### config.mk
export PLATFORM = sky130hd
export DESIGN_NAME = utf8_stream_decoder_flat
export DESIGN_NICKNAME = d
export VERILOG_FILES = /design/src/rtl/u8sd_pkg.sv /design/src/rtl/u8sd_req_if.sv /design/src/rtl/u8sd_rsp_if.sv /design/src/rtl/u8sd_step.sv /design/src/rtl/utf8_stream_decoder.sv /design/src/flat_wrapper.sv
export SDC_FILE = /design/constraint.sdc
export NUM_CORES = 1
export LEC_CHECK = 0
export ABC_CLOCK_PERIOD_IN_PS = 14100
export BUFFER_PORTS_ARGS = -buffer_cell sky130_fd_sc_hd__buf_2
export CORE_MARGIN = 2
export CORE_UTILIZATION = 30
export CTS_CLUSTER_SIZE = 12
export DETAILED_ROUTE_END_ITERATION = 16
export PLACE_DENSITY = 0.52
export REMOVE_ABC_BUFFERS = 1
export SYNTH_ARGS = -nofsm -noshare
export SYNTH_HDL_FRONTEND = slang
export SYNTH_SLANG_ARGS = --single-unit
### constraint.sdc
create_clock -name clock -period 14.1 [get_ports clock]
set_input_delay 2.82 -clock clock [delete_from_list [all_inputs] [get_ports clock]]
set_output_delay 2.82 -clock clock [all_outputs]
set_load 0.01 [all_outputs]
### src/rtl/u8sd_pkg.sv
package u8sd_pkg;

   localparam int unsigned MaxResults = 4;
   localparam int unsigned UnitWidth  = 21;

   localparam logic [20:0] ReplacementCp = 21'h00FFFD;
   localparam logic [20:0] SuppBase      = 21'h010000;
   localparam logic [20:0] HighSurrBase  = 21'h00D800;
   localparam logic [20:0] LowSurrBase   = 21'h00DC00;
   localparam logic [20:0] BmpMax        = 21'h00FFFF;

   localparam logic [1:0] ContTag  = 2'b10;
   localparam logic [2:0] Lead2Tag = 3'h6;
   localparam logic [3:0] Lead3Tag = 4'hE;
   localparam logic [4:0] Lead4Tag = 5'h1E;

   localparam logic [2:0] LenNone = 3'd0;
   localparam logic [2:0] Len2    = 3'd2;
   localparam logic [2:0] Len3    = 3'd3;
   localparam logic [2:0] Len4    = 3'd4;

   // sequence collected so far
   typedef struct packed {
      logic [2:0]  seq_length;
      logic [1:0]  cont_taken;
      logic [20:0] partial_point;
   } seq_state_type;

   // results caused by one byte, in order
   typedef struct packed {
      logic [MaxResults-1:0][UnitWidth-1:0] unit;
      logic [MaxResults-1:0]                rep;
      logic [2:0]                           count;
   } batch_type;

   // append one result, drop anything beyond the list
   function automatic batch_type push_unit(batch_type bt, logic [20:0] u, logic r);
      batch_type res;
      res = bt;
      if (bt.count < 3'(MaxResults)) begin
         res.unit[bt.count[1:0]] = u;
         res.rep[bt.count[1:0]]  = r;
         res.count               = bt.count + 3'd1;
      end
      return res;
   endfunction

   // whole code point, or a surrogate pair for one above U+FFFF in narrow mode
   function automatic batch_type push_point(batch_type bt, logic [20:0] cp, logic wide);
      batch_type   res;
      logic [20:0] v;
      v = cp - SuppBase;
      if (!wide && cp > BmpMax) begin
         res = push_unit(bt, HighSurrBase + {10'd0, v[20:10]}, 1'b0);
         res = push_unit(res, LowSurrBase + {11'd0, v[9:0]}, 1'b0);
      end else begin
         res = push_unit(bt, cp, 1'b0);
      end
      return res;
   endfunction

endpackage

### src/rtl/u8sd_req_if.sv
interface u8sd_req_if;
   logic       valid;
   logic       ready;
   logic [7:0] in_byte;
   logic       end_of_string;

   modport source (output valid, output in_byte, output end_of_string, input ready);
   modport sink (input valid, input in_byte, input end_of_string, output ready);
endinterface

### src/rtl/u8sd_rsp_if.sv
interface u8sd_rsp_if;
   logic        valid;
   logic        ready;
   logic [20:0] code_unit;
   logic        is_replacement;
   logic        run_last;
   logic        string_done;

   modport source (output valid, output code_unit, output is_replacement,
                   output run_last, output string_done, input ready);
   modport sink (input valid, input code_unit, input is_replacement,
                 input run_last, input string_done, output ready);
endinterface

### src/rtl/u8sd_step.sv
module u8sd_step
   import u8sd_pkg::*;
(
   input  seq_state_type state_cur,
   input  logic [7:0]    in_byte,
   input  logic          end_of_string,
   input  logic          wide_units,
   output seq_state_type state_nxt,
   output batch_type     batch
);

   always_comb begin
      seq_state_type st;
      batch_type     bt;
      logic          consumed;
      logic [2:0]    taken_plus;

      st         = state_cur;
      bt         = '0;
      consumed   = 1'b0;
      taken_plus = 3'd0;

      if (st.seq_length != LenNone) begin
         if (in_byte[7:6] == ContTag) begin
            st.partial_point = {st.partial_point[14:0], in_byte[5:0]};
            st.cont_taken    = st.cont_taken + 2'd1;
            taken_plus       = {1'b0, st.cont_taken} + 3'd1;
            if (taken_plus >= st.seq_length) begin
               bt = push_point(bt, st.partial_point, wide_units);
               st = '0;
            end
            consumed = 1'b1;
         end else begin
            // abandon the sequence: one replacement per byte taken
            for (int k = 0; k < MaxResults; k++) begin
               if (k <= int'(st.cont_taken)) begin
                  bt = push_unit(bt, ReplacementCp, 1'b1);
               end
            end
            st = '0;
         end
      end

      if (!consumed) begin
         if (!in_byte[7]) begin
            bt = push_point(bt, {13'd0, in_byte}, wide_units);
         end else if (in_byte[7:5] == Lead2Tag) begin
            st = '{seq_length: Len2, cont_taken: 2'd0, partial_point: {16'd0, in_byte[4:0]}};
         end else if (in_byte[7:4] == Lead3Tag) begin
            st = '{seq_length: Len3, cont_taken: 2'd0, partial_point: {17'd0, in_byte[3:0]}};
         end else if (in_byte[7:3] == Lead4Tag) begin
            st = '{seq_length: Len4, cont_taken: 2'd0, partial_point: {18'd0, in_byte[2:0]}};
         end else begin
            bt = push_unit(bt, ReplacementCp, 1'b1);
         end
      end

      // truncated string
      if (end_of_string && st.seq_length != LenNone) begin
         for (int k = 0; k < MaxResults; k++) begin
            if (k <= int'(st.cont_taken)) begin
               bt = push_unit(bt, ReplacementCp, 1'b1);
            end
         end
         st = '0;
      end

      state_nxt = st;
      batch     = bt;
   end

endmodule

### src/rtl/utf8_stream_decoder.sv
// UTF-8 stream decoder: at most one byte is taken per cycle on req_ch and its code units
// (zero to four) leave on rsp_ch one per cycle, with malformed input replaced by U+FFFD
// (is_replacement set). A byte is decoded in the cycle it is accepted; its results sit in a
// four-entry result register that drains at one transfer per cycle, and the next byte is
// taken in the cycle the last pending result leaves, so the rate is one byte per cycle while
// each byte gives at most one unit and rsp_ch is ready; a byte with more units holds the next
// back until all have left. csr_wr_data written with csr_wr_en selects whole code points (1,
// the reset value) or UTF-16 surrogate pairs (0); write it only while no results are pending.
module utf8_stream_decoder
   import u8sd_pkg::*;
(
   input  logic clock,
   input  logic reset,
   input  logic csr_wr_en,
   input  logic csr_wr_data,
   u8sd_req_if.sink   req_ch,
   u8sd_rsp_if.source rsp_ch
);

   logic          wide_ff;
   seq_state_type seq_ff;
   seq_state_type seq_in;
   batch_type     batch_in;

   logic [MaxResults-1:0][UnitWidth-1:0] unit_ff;
   logic [MaxResults-1:0]                rep_ff;
   logic [2:0]                           rem_ff;
   logic                                 eos_ff;

   logic accept;
   logic drain;

   u8sd_step u_step (
      .state_cur     (seq_ff),
      .in_byte       (req_ch.in_byte),
      .end_of_string (req_ch.end_of_string),
      .wide_units    (wide_ff),
      .state_nxt     (seq_in),
      .batch         (batch_in)
   );

   assign drain         = rsp_ch.valid && rsp_ch.ready;
   assign req_ch.ready  = (rem_ff == 3'd0) || (rem_ff == 3'd1 && rsp_ch.ready);
   assign accept        = req_ch.valid && req_ch.ready;

   assign rsp_ch.valid          = rem_ff != 3'd0;
   assign rsp_ch.code_unit      = unit_ff[0];
   assign rsp_ch.is_replacement = rep_ff[0];
   assign rsp_ch.run_last       = rem_ff == 3'd1;
   assign rsp_ch.string_done    = (rem_ff == 3'd1) && eos_ff;

   always_ff @(posedge clock) begin
      if (reset) begin
         wide_ff <= 1'b1;
      end else if (csr_wr_en) begin
         wide_ff <= csr_wr_data;
      end
   end

   always_ff @(posedge clock) begin
      if (reset) begin
         seq_ff <= '0;
      end else if (accept) begin
         seq_ff <= seq_in;
      end
   end

   always_ff @(posedge clock) begin
      if (reset) begin
         rem_ff <= 3'd0;
      end else if (accept) begin
         rem_ff <= batch_in.count;
      end else if (drain) begin
         rem_ff <= rem_ff - 3'd1;
      end
   end

   // result list: load on accept, advance by one on each transfer
   always_ff @(posedge clock) begin
      if (accept) begin
         unit_ff <= batch_in.unit;
         rep_ff  <= batch_in.rep;
         eos_ff  <= req_ch.end_of_string;
      end else if (drain) begin
         for (int k = 0; k < MaxResults - 1; k++) begin
            unit_ff[k] <= unit_ff[k+1];
            rep_ff[k]  <= rep_ff[k+1];
         end
      end
   end

`ifndef SYNTHESIS
   a_rem_bound: assert property (@(posedge clock) disable iff (reset)
      rem_ff <= 3'(MaxResults))
      else $error("result count beyond list depth");

   a_eos_gives_result: assert property (@(posedge clock) disable iff (reset)
      accept && req_ch.end_of_string |=> rem_ff != 3'd0)
      else $error("final byte of a string gave no result");

   a_eos_clears_seq: assert property (@(posedge clock) disable iff (reset)
      accept && req_ch.end_of_string |=> seq_ff.seq_length == LenNone)
      else $error("sequence left pending after end of string");

   a_seq_len_legal: assert property (@(posedge clock) disable iff (reset)
      seq_ff.seq_length == LenNone || seq_ff.seq_length == Len2 ||
      seq_ff.seq_length == Len3 || seq_ff.seq_length == Len4)
      else $error("illegal pending sequence length");
`endif

endmodule

### src/flat_wrapper.sv
// flat-port wrapper written by rule: the top's interface ports become plain ports
module utf8_stream_decoder_flat import u8sd_pkg::*;
  (clock, reset, csr_wr_en, csr_wr_data, req_ch_valid, req_ch_in_byte, req_ch_end_of_string, req_ch_ready, rsp_ch_valid, rsp_ch_code_unit, rsp_ch_is_replacement, rsp_ch_run_last, rsp_ch_string_done, rsp_ch_ready);
  u8sd_req_if req_ch_i ();
  u8sd_rsp_if rsp_ch_i ();
  input  logic clock;
  input  logic reset;
  input  logic csr_wr_en;
  input  logic csr_wr_data;
  input wire logic [$bits(req_ch_i.valid)-1:0] req_ch_valid;
  input wire logic [$bits(req_ch_i.in_byte)-1:0] req_ch_in_byte;
  input wire logic [$bits(req_ch_i.end_of_string)-1:0] req_ch_end_of_string;
  output wire logic [$bits(req_ch_i.ready)-1:0] req_ch_ready;
  output wire logic [$bits(rsp_ch_i.valid)-1:0] rsp_ch_valid;
  output wire logic [$bits(rsp_ch_i.code_unit)-1:0] rsp_ch_code_unit;
  output wire logic [$bits(rsp_ch_i.is_replacement)-1:0] rsp_ch_is_replacement;
  output wire logic [$bits(rsp_ch_i.run_last)-1:0] rsp_ch_run_last;
  output wire logic [$bits(rsp_ch_i.string_done)-1:0] rsp_ch_string_done;
  input wire logic [$bits(rsp_ch_i.ready)-1:0] rsp_ch_ready;
  assign req_ch_i.valid = req_ch_valid;
  assign req_ch_i.in_byte = req_ch_in_byte;
  assign req_ch_i.end_of_string = req_ch_end_of_string;
  assign req_ch_ready = req_ch_i.ready;
  assign rsp_ch_valid = rsp_ch_i.valid;
  assign rsp_ch_code_unit = rsp_ch_i.code_unit;
  assign rsp_ch_is_replacement = rsp_ch_i.is_replacement;
  assign rsp_ch_run_last = rsp_ch_i.run_last;
  assign rsp_ch_string_done = rsp_ch_i.string_done;
  assign rsp_ch_i.ready = rsp_ch_ready;
  utf8_stream_decoder u_core (.clock(clock), .reset(reset), .csr_wr_en(csr_wr_en), .csr_wr_data(csr_wr_data), .req_ch(req_ch_i), .rsp_ch(rsp_ch_i));
endmodule
## Word-level counts from Yosys, hierarchy flattened

Index checks and enable logic that the tools add are counted.

- Flip-flop bits (word level): 119
- Bits in latches: 0
- Memory bits (writable): 0
- Bits in read-only memories: 0
- Input port bits: 15
- Logic and storage cells: 223
- Memories: 0

- $add $sub $neg: 15
- Multipliers: 0
- Divide/modulo/power cells: 0
- Magnitude comparators: 35
- Equality and inequality tests: 5
- Shift operators: 0
- Muxes and demuxes: 98
- Bitwise operators: 36
- Reductions and logical operators: 22

Operators with widths:

| kind | number |
|---|---|
| two-way mux 91 bit | 35 |
| OR 60 bit | 8 |
| demux 21 bit (select 2 bit) | 9 |
| two-way mux 21 bit | 13 |
| two-way mux 26 bit | 9 |
| AND 24 bit | 8 |
| NOT 24 bit | 8 |
| bitwise mux 84 bit | 2 |
| two-way mux 63 bit | 2 |
| OR 4 bit | 8 |
| adder 3 x 1 -> 3 bit, second input constant | 9 |
| < comparator 2 x 3 -> 1 bit, second input constant | 9 |
| < comparator 3 bit, second input constant | 9 |
| greater-than comparator 21 x 16 -> 1 bit, second input constant | 1 |
| subtractor 21 x 17 -> 21 bit, second input constant | 1 |
| demux 1 bit (select 2 bit) | 9 |
| >= comparator 2 x 1 -> 1 bit, second input constant | 9 |
| adder 16 x 10 -> 17 bit, first input constant | 1 |
| adder 16 x 11 -> 17 bit, first input constant | 1 |
| two-way mux 4 bit | 4 |
| logical AND 1 bit | 15 |
| two-way mux 3 bit | 4 |
| two-way mux 1 bit | 11 |
| nonzero test 3 bit | 3 |
| other kinds (18) | 23 |

## Logic depth before layout (Yosys ltp)

- Depth in word-level cells: 81
- Gate-level depth with buffers: 30
- Depth with buffers taken out: 27

## By module

Synthesis repeated with hierarchy kept, for this count alone.

- Cell total of the unflattened synthesis: 965
- Area, all modules: 8022.7 um^2

By module, submodules not included:

| module | instances | cells an instance | area each (um^2) | sequential area each (um^2) |
|---|---|---|---|---|
| utf8_stream_decoder | 1 | 473 | 4898.4 | 3273.1 |
| u8sd_step | 1 | 492 | 3124.2 | 0.0 |

## Worst setup path before layout

Ideal clock, no wire load.

- Kind: input to register
- From: in req_ch_in_byte[5]
- To: reg u_core.unit_ff[21] (netlist name), data pin
- Setup time: 0.261 ns
- Arrival time: 7.842 ns
- Required time: 13.839 ns
- Setup slack: 5.997 ns
- Cell stages on the path: 26
- Path buffers: 3
- Cells stage by stage: clkbuf_1 nand3_1 nor3_1 nand3_1 nand2_1 clkbuf_1 nand3_1 nand2_1 nand2_1 ha_1 o2111ai_1 o311ai_0 nor2_1 inv_1 ha_1 a21oi_1 ha_1 nor2_1 nor4b_1 mux2i_1 inv_1 ha_1 a31oi_4 o21ai_2 buf_6 o32a_1

- Word-level cells in the longest chain between the ends: 33

Ends and longest elaborated chain:

| what | line | text |
|---|---|---|
| start, declared | flat_wrapper.sv:11 | `input wire logic [$bits(req_ch_i.in_byte)-1:0] req_ch_in_byte;` |
| greater-than comparator 21 x 16 -> 1 bit | u8sd_pkg.sv:53 | `if (!wide && cp > BmpMax) begin` |
| logical AND 1 bit | u8sd_pkg.sv:53 |  |
| two-way mux 91 bit | u8sd_pkg.sv:53 |  |
| two-way mux 91 bit | u8sd_step.sv:28 | `if (taken_plus >= st.seq_length) begin` |
| two-way mux 91 bit | u8sd_step.sv:24 | `if (in_byte[7:6] == ContTag) begin` |
| two-way mux 91 bit | u8sd_step.sv:23 | `if (st.seq_length != LenNone) begin` |
| adder 3 x 1 -> 3 bit, or another cell as far along | u8sd_pkg.sv:43 | `res.count = bt.count + 3'd1;` |
| two-way mux 91 bit or logical AND 1 bit (tied branches) | u8sd_pkg.sv:40, u8sd_pkg.sv:41 |  |
| [17 not listed] | - |  |
| logical AND 1 bit (not written as such) or two-way mux 91 bit (tied branches) | u8sd_pkg.sv:41, u8sd_pkg.sv:40 |  |
| two-way mux 21 bit (not written as such) or two-way mux 91 bit (tied branches) | u8sd_pkg.sv:41, u8sd_step.sv:61 |  |
| demux 21 bit (select 2 bit) or two-way mux 91 bit (tied branches) | u8sd_pkg.sv:41, u8sd_step.sv:59 |  |
| OR 60 bit (no source line) | - |  |
| two-way mux 91 bit | u8sd_pkg.sv:40 | `if (bt.count < 3'(MaxResults)) begin` |
| two-way mux 91 bit | u8sd_step.sv:61 | `if (k <= int'(st.cont_taken)) begin` |
| two-way mux 91 bit (*) | u8sd_step.sv:59 | `if (end_of_string && st.seq_length != LenNone) begin` |
| two-way mux 63 bit (*) | utf8_stream_decoder.sv:80 | `if (accept) begin` |
| end signal, assigned | utf8_stream_decoder.sv:81 | `unit_ff <= batch_in.unit;` |
| end signal, assigned by index | utf8_stream_decoder.sv:86 | `unit_ff[k] <= unit_ff[k+1];` |
| end, declared | utf8_stream_decoder.sv:25 | `logic [MaxResults-1:0][UnitWidth-1:0] unit_ff;` |

Every way passes the cells marked *; elsewhere a longest branch is shown, timed or not. The select of a mux whose other input is x is not followed.
A chain may end at the register's enable or synchronous reset.

## Worst setup path after layout

- From: in req_ch_in_byte[3]
- To: reg u_core.unit_ff, in the netlist u_core.rsp_ch.code_unit[5], data pin

- Word-level cells in the longest chain between the ends: 35

Ends and longest elaborated chain:

| what | line |
|---|---|
| parallel branches: the longest is 33 deep, another holds greater-than comparator 21 x 16 -> 1 bit | - |
| two-way mux 91 bit (*) | u8sd_step.sv:59 |
| two-way mux 63 bit (*) | utf8_stream_decoder.sv:80 |

Every way passes the cells marked *. The select of a mux whose other input is x is not followed.

==> impl_metrics.tcl <==
set metrics [dict create \
    clk_path_buf_depth 2 \
    slew_headroom 0.2330 \
    netlist_area_um2 5244 \
    synth_edf_count 53 \
    setup_tns_ns 0 \
    cts_made_buffers 9 \
    wire_per_inst_um 18.20 \
    final_cells 824 \
    hpwl_mm 10.72 \
    worstPathMaxFanout 20 \
    cp.buffers_inverters 3 \
    path_delay_family "simple AND/OR/NAND/NOR gates" \
    drcViolationCount 0 \
    worst_pin_slew_ns 1.151 \
    p_per_area_nw_per_um2 167.7 \
    cpPeakStageDelay_ns 0.75 \
    clkPwrFrac 0.253 \
    cpMostUsedCell "ha_1" \
    worstHoldPathType "register to register" \
    layout_commonest_cell "nor2_1" \
    cellLeakagePower_nw 2.256 \
    synthToLayoutAreaGrowth_pct 9.687 \
    ant_nets 0 \
    placed_cell_area_um2 5436 \
    cts_tree "built" \
    clock.fmax_mhz 112.1 \
    rsz0062_at_grt "no" \
    grt_start_max_net_pins 57 \
    grt-ovfl-total 0 \
    combPwrFrac 0.344 \
    hold_ws_ns 0.5154 \
    drtIter0Drc 374 \
    cts_root_buf "clkbuf_16" \
    worstSkewPairLatency_ns 0.34 \
    synth.distinct_cells 68 \
    dp.cells 808 \
    clock-sinks 77 \
    reg2reg_slack_ns 6.72 \
    cts_resized 0 \
    period_share 0.6326 \
    dpl_worst_slack_ns 4.902 \
    yosysSeqAreaShare 0.3951 \
    drt_pre_antenna_iters 4 \
    die_area_um2 18550 \
    period_needed_ns 8.920 \
    internal_power_mw 0.6350 \
    final_cell_area_um2 5752 \
    die_w_um 136.2 \
    netlist_instances 595 \
    track_usage 0.1664 \
    ys_ff_latch 77 \
    grt_pass1_vias 4223 \
    synth_area_leaders "edfxtp_1 30%, dfxtp_1 9.2%, ha_1 6.2%" \
    layout-drive-gt1-share 0.1285 \
    hold_viol 0 \
    p_total_mw 0.9647 \
    final_nets 635 \
    cts_setup_buffers 0 \
    power.net_switching_mw 0.3297 \
    yosys.area.top_type "edfxtp_1" \
    grt_pass1_wl_mm 23.65 \
    start_kind "input port" \
    initial_core_util 0.3053 \
    crit_chain "buf_2 -> nand3_1 -> nor3_1 -> nand3_1 -> nand2_1 -> nand3_1 -> nand2_1 -> nand2_1 -> ha_1 -> o2111ai_1 -> o311ai_0 -> nor2_1 -> inv_1 -> ha_1 -> a21oi_1 -> ha_1 -> nor2_1 -> nor4b_1 -> mux2i_1 -> inv_1 -> ha_1 -> and3_4 -> o31ai_4 -> a31oi_1" \
    finalSetupViolCount 0 \
    max_cap_violations 0 \
    cp_slowest_cell "nor4b_1" \
    vias_per_cell 5.388 \
    hold_buffers 0 \
    yosysWarnings 0 \
    final_cell_mix "86 x nor2_1, 56 x nand2_1, 53 x edfxtp_1, 42 x a21oi_1, 40 x buf_2" \
    p_sw_frac 0.3417 \
    seqPwrFrac 0.403 \
    vias 4440 \
    synth_flop_cell "edfxtp_1" \
    clk_pin_slew_worst_paths_ns 0.06 \
    io_buffers 40 \
    fp.dieH_um 136.2 \
    async_flop_share 0 \
    antenna_found_initial 0 \
    avgSynthCellArea_um2 8.813 \
    skew_ns 0.008134 \
    rows 48 \
    final_max_slew_viol_count 0 \
    pin_count 41 \
    final_util 0.3349 \
    antenna_cells 0 \
    fin_ws_ns 5.180 \
    cp.required_ns 14.15 \
    core_um2 17180 \
    outcome "complete, no violations" \
    crit_type "input port to register" \
    arrival_ns 8.97 \
    finalWirelength_mm 15.00 \
    cts_max_level 3 \
    crit_path_end_kind "register" \
    yosys.area.top_type_share 0.3035 \
    gp_congestion 0.8761 \
    ir_drop_uv 77.64 \
]
==> worst paths after layout <==
| path | from | cells after the start | to |
|---|---|---|---|
| hold reg to reg | u_core.unit_ff[64] | 2 | u_core.unit_ff[43] |
| setup / recovery | req_ch_in_byte[3] | 24 | u_core.rsp_ch.code_unit[5] |
| setup reg to reg | u_core.seq_ff[21] | 25 | u_core.rsp_ch.code_unit[5] |
| hold / removal | u_core.unit_ff[64] | 2 | u_core.unit_ff[43] |
==> worst reg2reg max path, delay by kind of cell, from the launching register on <==
| kind | cells | cell delay, ns |
|---|---|---|
| AOI/OAI and AO/OA | 7 | 1.97 |
| adders and majority gates | 6 | 1.86 |
| and+or+nand+nor | 6 | 1.72 |
| DFF | 1 | 0.48 |
| buffers and inverters | 4 | 0.47 |
| muxes | 1 | 0.41 |
| xor gates and xnor gates | 1 | 0.19 |
==> power groups by stage <==
stage	logic, mW	registers [mW]	clock network (mW)
final	0.332	0.389	0.244
after global routing	0.372	0.397	0.257
after detailed placement	0.331	0.393	0
after CTS	0.333	0.390	0.247
after global placement	0.327	0.393	0
after floorplan	0.203	0.406	0
==> synth_stat cells (all sizes together), types with 6 or more instances <==
library cell and n:
nor2 86, nand2 57, edfxtp 53, a21oi 42
o21ai 40, buf 28, clkbuf 27, ha 26
dfxtp 24, inv 24, a21o 19, a31oi 18
a22oi 15, nor3 15, and2 11, nand3 10
o32a 7, a211oi 6, and3 6, mux2 6
nand4 6, nor2b 6, xnor2 6
==> area by class of cell <==
cell class	instances	area (um2)
Timing Repair Buffer	43	222.7
Inverter	24	90.09
Fill cell	1818	11420
Multi-Input combinational cell	439	2770
Tap cell	225	281.5
Sequential cell	77	2072
Clock inverter	3	43.79
Clock buffer	13	271.5
==> per-layer routing <==
layer,global-route usage,up-vias,wire length (um)
met5,0,-,0
met2,0.2831,133,7372
li1,-,2166,-
met1,0.2124,2117,6688
met3,0.02946,24,670
met4,0.05671,0,267
==> flip-flops by register name, indices dropped and copies added (netlist names) <==
signal and count:
u_core.wide_ff 1, u_core.rem_ff 3, u_core.rep_ff 2, u_core.unit_ff 29, u_core.rsp_ch.code_unit 21, u_core.eos_ff 1
u_core.seq_ff 20
==> logic make-up (layout without fill, tap and decap cells) <==
family / count (synthesis) / after routing / synth area share
simple gates: 208 / 208 / 0.1799
compound gates: 190 / 190 / 0.2567
buf+inv: 79 / 83 / 0.07779
flops: 77 / 77 / 0.3951
fa+ha+maj: 26 / 26 / 0.06204
mux: 8 / 8 / 0.01670
xor+xnor: 7 / 7 / 0.01169
(Power assumes the default switching activity.)
